$ cat src/design/tst_pkg.sv
// ----------------------------------------------------------------------------
// tst_pkg
// Shared types, widths and the spline basis table for the trail tessellator.
// ----------------------------------------------------------------------------
package tst_pkg;

	localparam int COORD_W = 32;
	localparam int NCOORD  = 6;
	localparam int PT_W    = COORD_W * NCOORD;
	localparam int LIFE_W  = 22;
	localparam int TEXV_W  = 18;
	localparam int IN_W    = 216;
	localparam int OUT_W   = 232;
	localparam int K_W     = 3;
	localparam int WGT_W   = 9;
	localparam int PROD_W  = 41;
	localparam int SUM_W   = 43;
	localparam int RND_SH  = 7;

	localparam logic [K_W-1:0] K_LAST = 3'd4;

	typedef logic signed [COORD_W-1:0] coord_t;
	// coordinates 0..2 are the root point, 3..5 the tip point
	typedef coord_t [NCOORD-1:0] pt_t;
	typedef logic signed [WGT_W-1:0] wgt_t;
	typedef wgt_t [3:0] wrow_t;
	typedef logic signed [PROD_W-1:0] prod_t;
	typedef logic signed [SUM_W-1:0] sum_t;

	localparam sum_t RND_HALF = 43'sd64;

	typedef struct packed {
		logic           in_take;
		logic           win_load;
		logic           issue;
		logic           seg_end;
		logic           fetch;
		logic           last;
		logic [K_W-1:0] k;
	} tst_cmd_t;

	typedef struct packed {
		logic live;
		logic adv;
	} tst_sts_t;

	// catmull-rom weights at t = k/4, scaled by 128, element j weighs point j
	function automatic wrow_t basis_row(input logic [K_W-1:0] k);
		wrow_t r;
		unique case (k)
			3'd0: r = {9'sd0, 9'sd0, 9'sd128, 9'sd0};
			3'd1: r = {-9'sd3, 9'sd29, 9'sd111, -9'sd9};
			3'd2: r = {-9'sd8, 9'sd72, 9'sd72, -9'sd8};
			3'd3: r = {-9'sd9, 9'sd111, 9'sd29, -9'sd3};
			3'd4: r = {9'sd0, 9'sd128, 9'sd0, 9'sd0};
			default: r = '0;
		endcase
		return r;
	endfunction

endpackage

$ cat src/design/tst_ctrl.sv
// ----------------------------------------------------------------------------
// tst_ctrl
// Sequencer: walks segments and sample points, drives the datapath commands.
// ----------------------------------------------------------------------------
module tst_ctrl #(
	parameter int SEGMENTS = 8
) (
	input  logic                          clk,
	input  logic                          arst_n,
	input  logic                          s_axis_tvalid,
	output logic                          s_axis_tready,
	input  tst_pkg::tst_sts_t             sts,
	output tst_pkg::tst_cmd_t             cmd,
	output logic [$clog2(SEGMENTS)-1:0]   seg
);
	import tst_pkg::*;

	localparam int SEG_W = $clog2(SEGMENTS);
	localparam int CMP_W = SEG_W + 2;
	localparam logic [SEG_W-1:0] SEG_LAST = SEG_W'(SEGMENTS - 1);

	localparam logic [1:0] ST_IDLE = 2'd0;
	localparam logic [1:0] ST_LOAD = 2'd1;
	localparam logic [1:0] ST_RUN  = 2'd2;

	logic [1:0]       state_q;
	logic [SEG_W-1:0] seg_q;
	logic [K_W-1:0]   k_q;

	always_comb begin
		s_axis_tready = (state_q == ST_IDLE);
		cmd.in_take   = s_axis_tvalid && s_axis_tready;
		cmd.win_load  = (state_q == ST_LOAD);
		cmd.issue     = (state_q == ST_RUN) && sts.adv;
		cmd.k         = k_q;
		cmd.seg_end   = cmd.issue && (k_q == K_LAST);
		cmd.last      = (seg_q == SEG_LAST) && (k_q == K_LAST);
		// a new far point exists only while segment + 3 is inside the history
		cmd.fetch     = (CMP_W'(seg_q) + CMP_W'(3)) < CMP_W'(SEGMENTS);
		seg           = seg_q;
	end

	always_ff @(posedge clk or negedge arst_n) begin
		if (!arst_n) begin
			state_q <= ST_IDLE;
			seg_q   <= '0;
			k_q     <= '0;
		end else begin
			unique case (state_q)
				ST_IDLE: begin
					if (cmd.in_take && sts.live) state_q <= ST_LOAD;
				end
				ST_LOAD: begin
					seg_q   <= '0;
					k_q     <= '0;
					state_q <= ST_RUN;
				end
				ST_RUN: begin
					if (cmd.issue) begin
						if (k_q == K_LAST) begin
							k_q <= '0;
							if (seg_q == SEG_LAST) state_q <= ST_IDLE;
							else seg_q <= seg_q + 1'b1;
						end else begin
							k_q <= k_q + 1'b1;
						end
					end
				end
				default: state_q <= ST_IDLE;
			endcase
		end
	end

	a_last_ends_sweep: assert property (@(posedge clk) disable iff (!arst_n)
		(cmd.issue && cmd.last) |=> (state_q == ST_IDLE))
		else $error("sweep did not end after the last word");

	a_live_loads_window: assert property (@(posedge clk) disable iff (!arst_n)
		(cmd.in_take && sts.live) |=> cmd.win_load)
		else $error("live word did not load the window");

	a_stall_holds_position: assert property (@(posedge clk) disable iff (!arst_n)
		((state_q == ST_RUN) && !sts.adv) |=> ($stable(k_q) && $stable(seg_q)))
		else $error("sample position moved during a stall");

endmodule

$ cat config.mk
export PLATFORM = sky130hd
export DESIGN_NAME = tst_ctrl
export DESIGN_NICKNAME = d
export VERILOG_FILES = /design/src/design/tst_pkg.sv /design/src/design/tst_ctrl.sv
export SDC_FILE = /design/constraint.sdc
export NUM_CORES = 1
export LEC_CHECK = 0
export BUFFER_PORTS_ARGS = -buffer_cell sky130_fd_sc_hd__clkbuf_2
export CAP_MARGIN = 20
export CORE_MARGIN = 1
export CORE_UTILIZATION = 35
export DETAILED_ROUTE_END_ITERATION = 8
export SETUP_SLACK_MARGIN = 0.4
export SLEW_MARGIN = 10
export SYNTH_ARGS = -nofsm -noshare
export SYNTH_HDL_FRONTEND = slang
export SYNTH_SLANG_ARGS = --single-unit
$ cat constraint.sdc
create_clock -name clk -period 1.9 [get_ports clk]
set_input_delay 0 -clock clk [delete_from_list [all_inputs] [get_ports clk]]
set_output_delay 0 -clock clk [all_outputs]
set_load 0.02 [all_outputs]
==> results.json <==
{
  "hold_violations": 0,
  "dpl.hpwl_microns": 761,
  "grt_pass1_wl_microns": 1640,
  "switching_share_pct": 45.4,
  "status": "finished clean",
  "synth_cell_type_count": 19,
  "avgSynthCellArea_sq_um": 9.75,
  "worst_slew_pin_slew_ps": 248,
  "period_minus_slack_ps": 1420,
  "rsz0062_at_grt": "no",
  "hp-class": "in -> reg",
  "setup_viol": 0,
  "cp-start-kind": "flop",
  "drive_above_1_share_pct": 40.8,
  "busiest_layer": "met2",
  "layout.nets": 82,
  "initial_core_util_pct": 40.0,
  "power.leakage_uw": 0.000342,
  "synth_seq_area_share_pct": 42.8,
  "portBuffers": 17,
  "synth_seq_cells": 8,
  "die_y_microns": 38.6,
  "pwr-share-clk_pct": 14.3,
  "switchingPower_uw": 408,
  "pre_cts_ws_ps": 439,
  "internal_power_uw": 490,
  "cts_tree": "built",
  "area_delta_synth_final_pct": 35.3,
  "firstDrtPassIters": 2,
  "finalCritPeriodShare_pct": 74.7,
  "slew_viol_final": 0,
  "cp_max_fo": 5,
  "syn_inst": 48,
  "use_met1_pct": 20.9,
  "grt_max_degree": 9,
  "ant_nets": 0,
  "met2_usage_pct": 24.6,
  "wl_microns": 1020,
  "criticalPathCategory": "reg -> reg",
  "numCtsBuffers": 3,
  "stdcell_count": 85,
  "ios": 18,
  "met3_usage_pct": 9.30,
  "first_iter_violations": 9,
  "diodes": 0,
  "wl_per_cell_microns": 12.0,
  "num_vias": 412,
  "antenna_found_initial": 0,
  "vias_per_cell": 4.85,
  "gp_congestion": 0.713,
  "synth_nets": 57,
  "power-per-cell-area_mw_per_mm2": 1420,
  "dp.cells": 79,
  "cts_max_level": 1,
  "end_kind": "flop",
  "clockBufferDepth": 2,
  "pwr-share-seq_pct": 35.7,
  "row_count": 12,
  "overflow": 0,
  "setup_slack_ps": 481,
  "grt_pass1_vias": 369,
  "final_core_util_pct": 54.1,
  "synth_warnings": 0,
  "cts.sinks": 8,
  "cap_violations": 0,
  "layout_common_cells": "17 x clkbuf_2, 7 x nand2_1, 6 x dfrtp_1",
  "setup_tns_ps": 0,
  "max_freq_ghz": 0.705,
  "die-area_sq_mm": 0.00149,
  "synth_area_sq_um": 468,
  "skew_ps": 2.78,
  "track_usage_pct": 17.2,
  "drc": 0,
  "synth_top_area_share_pct": 42.8,
  "synthTopCellsByArea": "dfrtp_1 43%, ha_1 11%, mux2i_1 6.4%, nand2_1 5.6%, nand3_1 4.3%",
  "ir_worst_vdd_uv": 698,
  "layout_commonest_cell": "clkbuf_2",
  "cts_root_buf": "clkbuf_4",
  "yosysTopAreaCell": "dfrtp_1",
  "worstPathArrival_ps": 1580,
  "power_frac_comb_pct": 49.9,
  "max_slew_margin_pct": 83.4,
  "worstPathRequired_ps": 2060,
  "clk_pin_slew_worst_paths_ps": 50,
  "worstSkewPairLatency_ps": 250,
  "core-area_sq_mm": 0.00117,
  "die_x_microns": 38.6
}
==> sequential cells by signal (all words and copies together) (netlist names) <==
signal / flops
k_q: 3
seg: 3
state_q: 2
==> kinds of logic (layout without fill, tap and decap cells) <==
logic type / count (synthesis) / count (layout) / synth area share, %
buffers and inverters: 7 / 30 / 5.62
muxes: 3 / 3 / 6.42
AOI/OAI and AO/OA: 4 / 4 / 5.61
DFF: 8 / 8 / 42.8
adders and majority gates: 4 / 4 / 10.7
and+or+nand+nor: 22 / 22 / 28.9
==> cells in the mapped netlist <==
cell type  instances
a211o_1            1
and2_1             1
and3_1             2
dfrtp_1            8
ha_1               4
inv_1              5
inv_2              2
mux2i_1            3
nand2_1            7
nand2b_2           1
nand3_1            4
nand3b_1           1
nand3b_4           1
nor2_1             3
nor3_4             1
o21ai_0            1
o21ai_1            1
o31ai_1            1
or3_1              1
==> cell type report <==
class	count	area [sq um]
Multi-Input combinational cell	33	249
Inverter	7	26.3
Timing Repair Buffer	20	115
Tap cell	14	17.5
Fill cell	115	538
Sequential cell	8	203
Clock buffer	3	22.5
==> power groups by stage <==
stage	combinational, uW	sequential, uW	clock [uW]
6_report	448	321	129
3_3_place_gp	439	321	0
2_1_floorplan	249	374	0
5_1_grt	508	333	146
3_5_place_dp	439	324	0
4_1_cts	449	320	135
==> timing repair <==
item | CTS | global route
resized for setup | 0 | 1
setup buffers | 0 | 0
setup endpoints to repair | 0 | 5
hold endpoints to repair | 9 | 0
hold buffers | 3 | 0
==> critical path, cell delays in order, from the launching register on <==
cell and delay, ps:
dfrtp_2 420, ha_1 210, ha_2 200, nor3_4 260, mux2i_1 250
==> stage by stage <==
stage                     hold slack [ps]  area [sq um]  total power (uW)
after detailed placement             -133           578               763
after floorplan                      -296           475               623
final                                75.3           633               898
after CTS                            70.9           631               905
after global placement               -138           578               759
after global routing                 80.5           633               987
==> final timing paths <==
check                                    from                endpoint  slack [ps]  cells after the start
setup reg to reg           seg[0]$_DFFE_PN0P_      seg[1]$_DFFE_PN0P_         480                      4
hold reg to reg            k_q[0]$_DFFE_PN0P_      k_q[0]$_DFFE_PN0P_         540                      1
min in group asynchronous              arst_n      k_q[2]$_DFFE_PN0P_         120                      2
setup / recovery           seg[0]$_DFFE_PN0P_      seg[1]$_DFFE_PN0P_         480                      4
max in group asynchronous              arst_n      seg[0]$_DFFE_PN0P_        1580                      2
hold / removal                         sts[0]  state_q[1]$_DFFE_PN0P_          80                      3
==> layer usage <==
layer  share of wire (%)  routed length [microns]  vias up
li1                    -                        -      208
met1                  44                      442      187
met2                  48                      491       15
met3                 7.4                       75        2
met4                0.69                        7        0
met5                   0                        0        -
(Power assumes the default switching activity.)
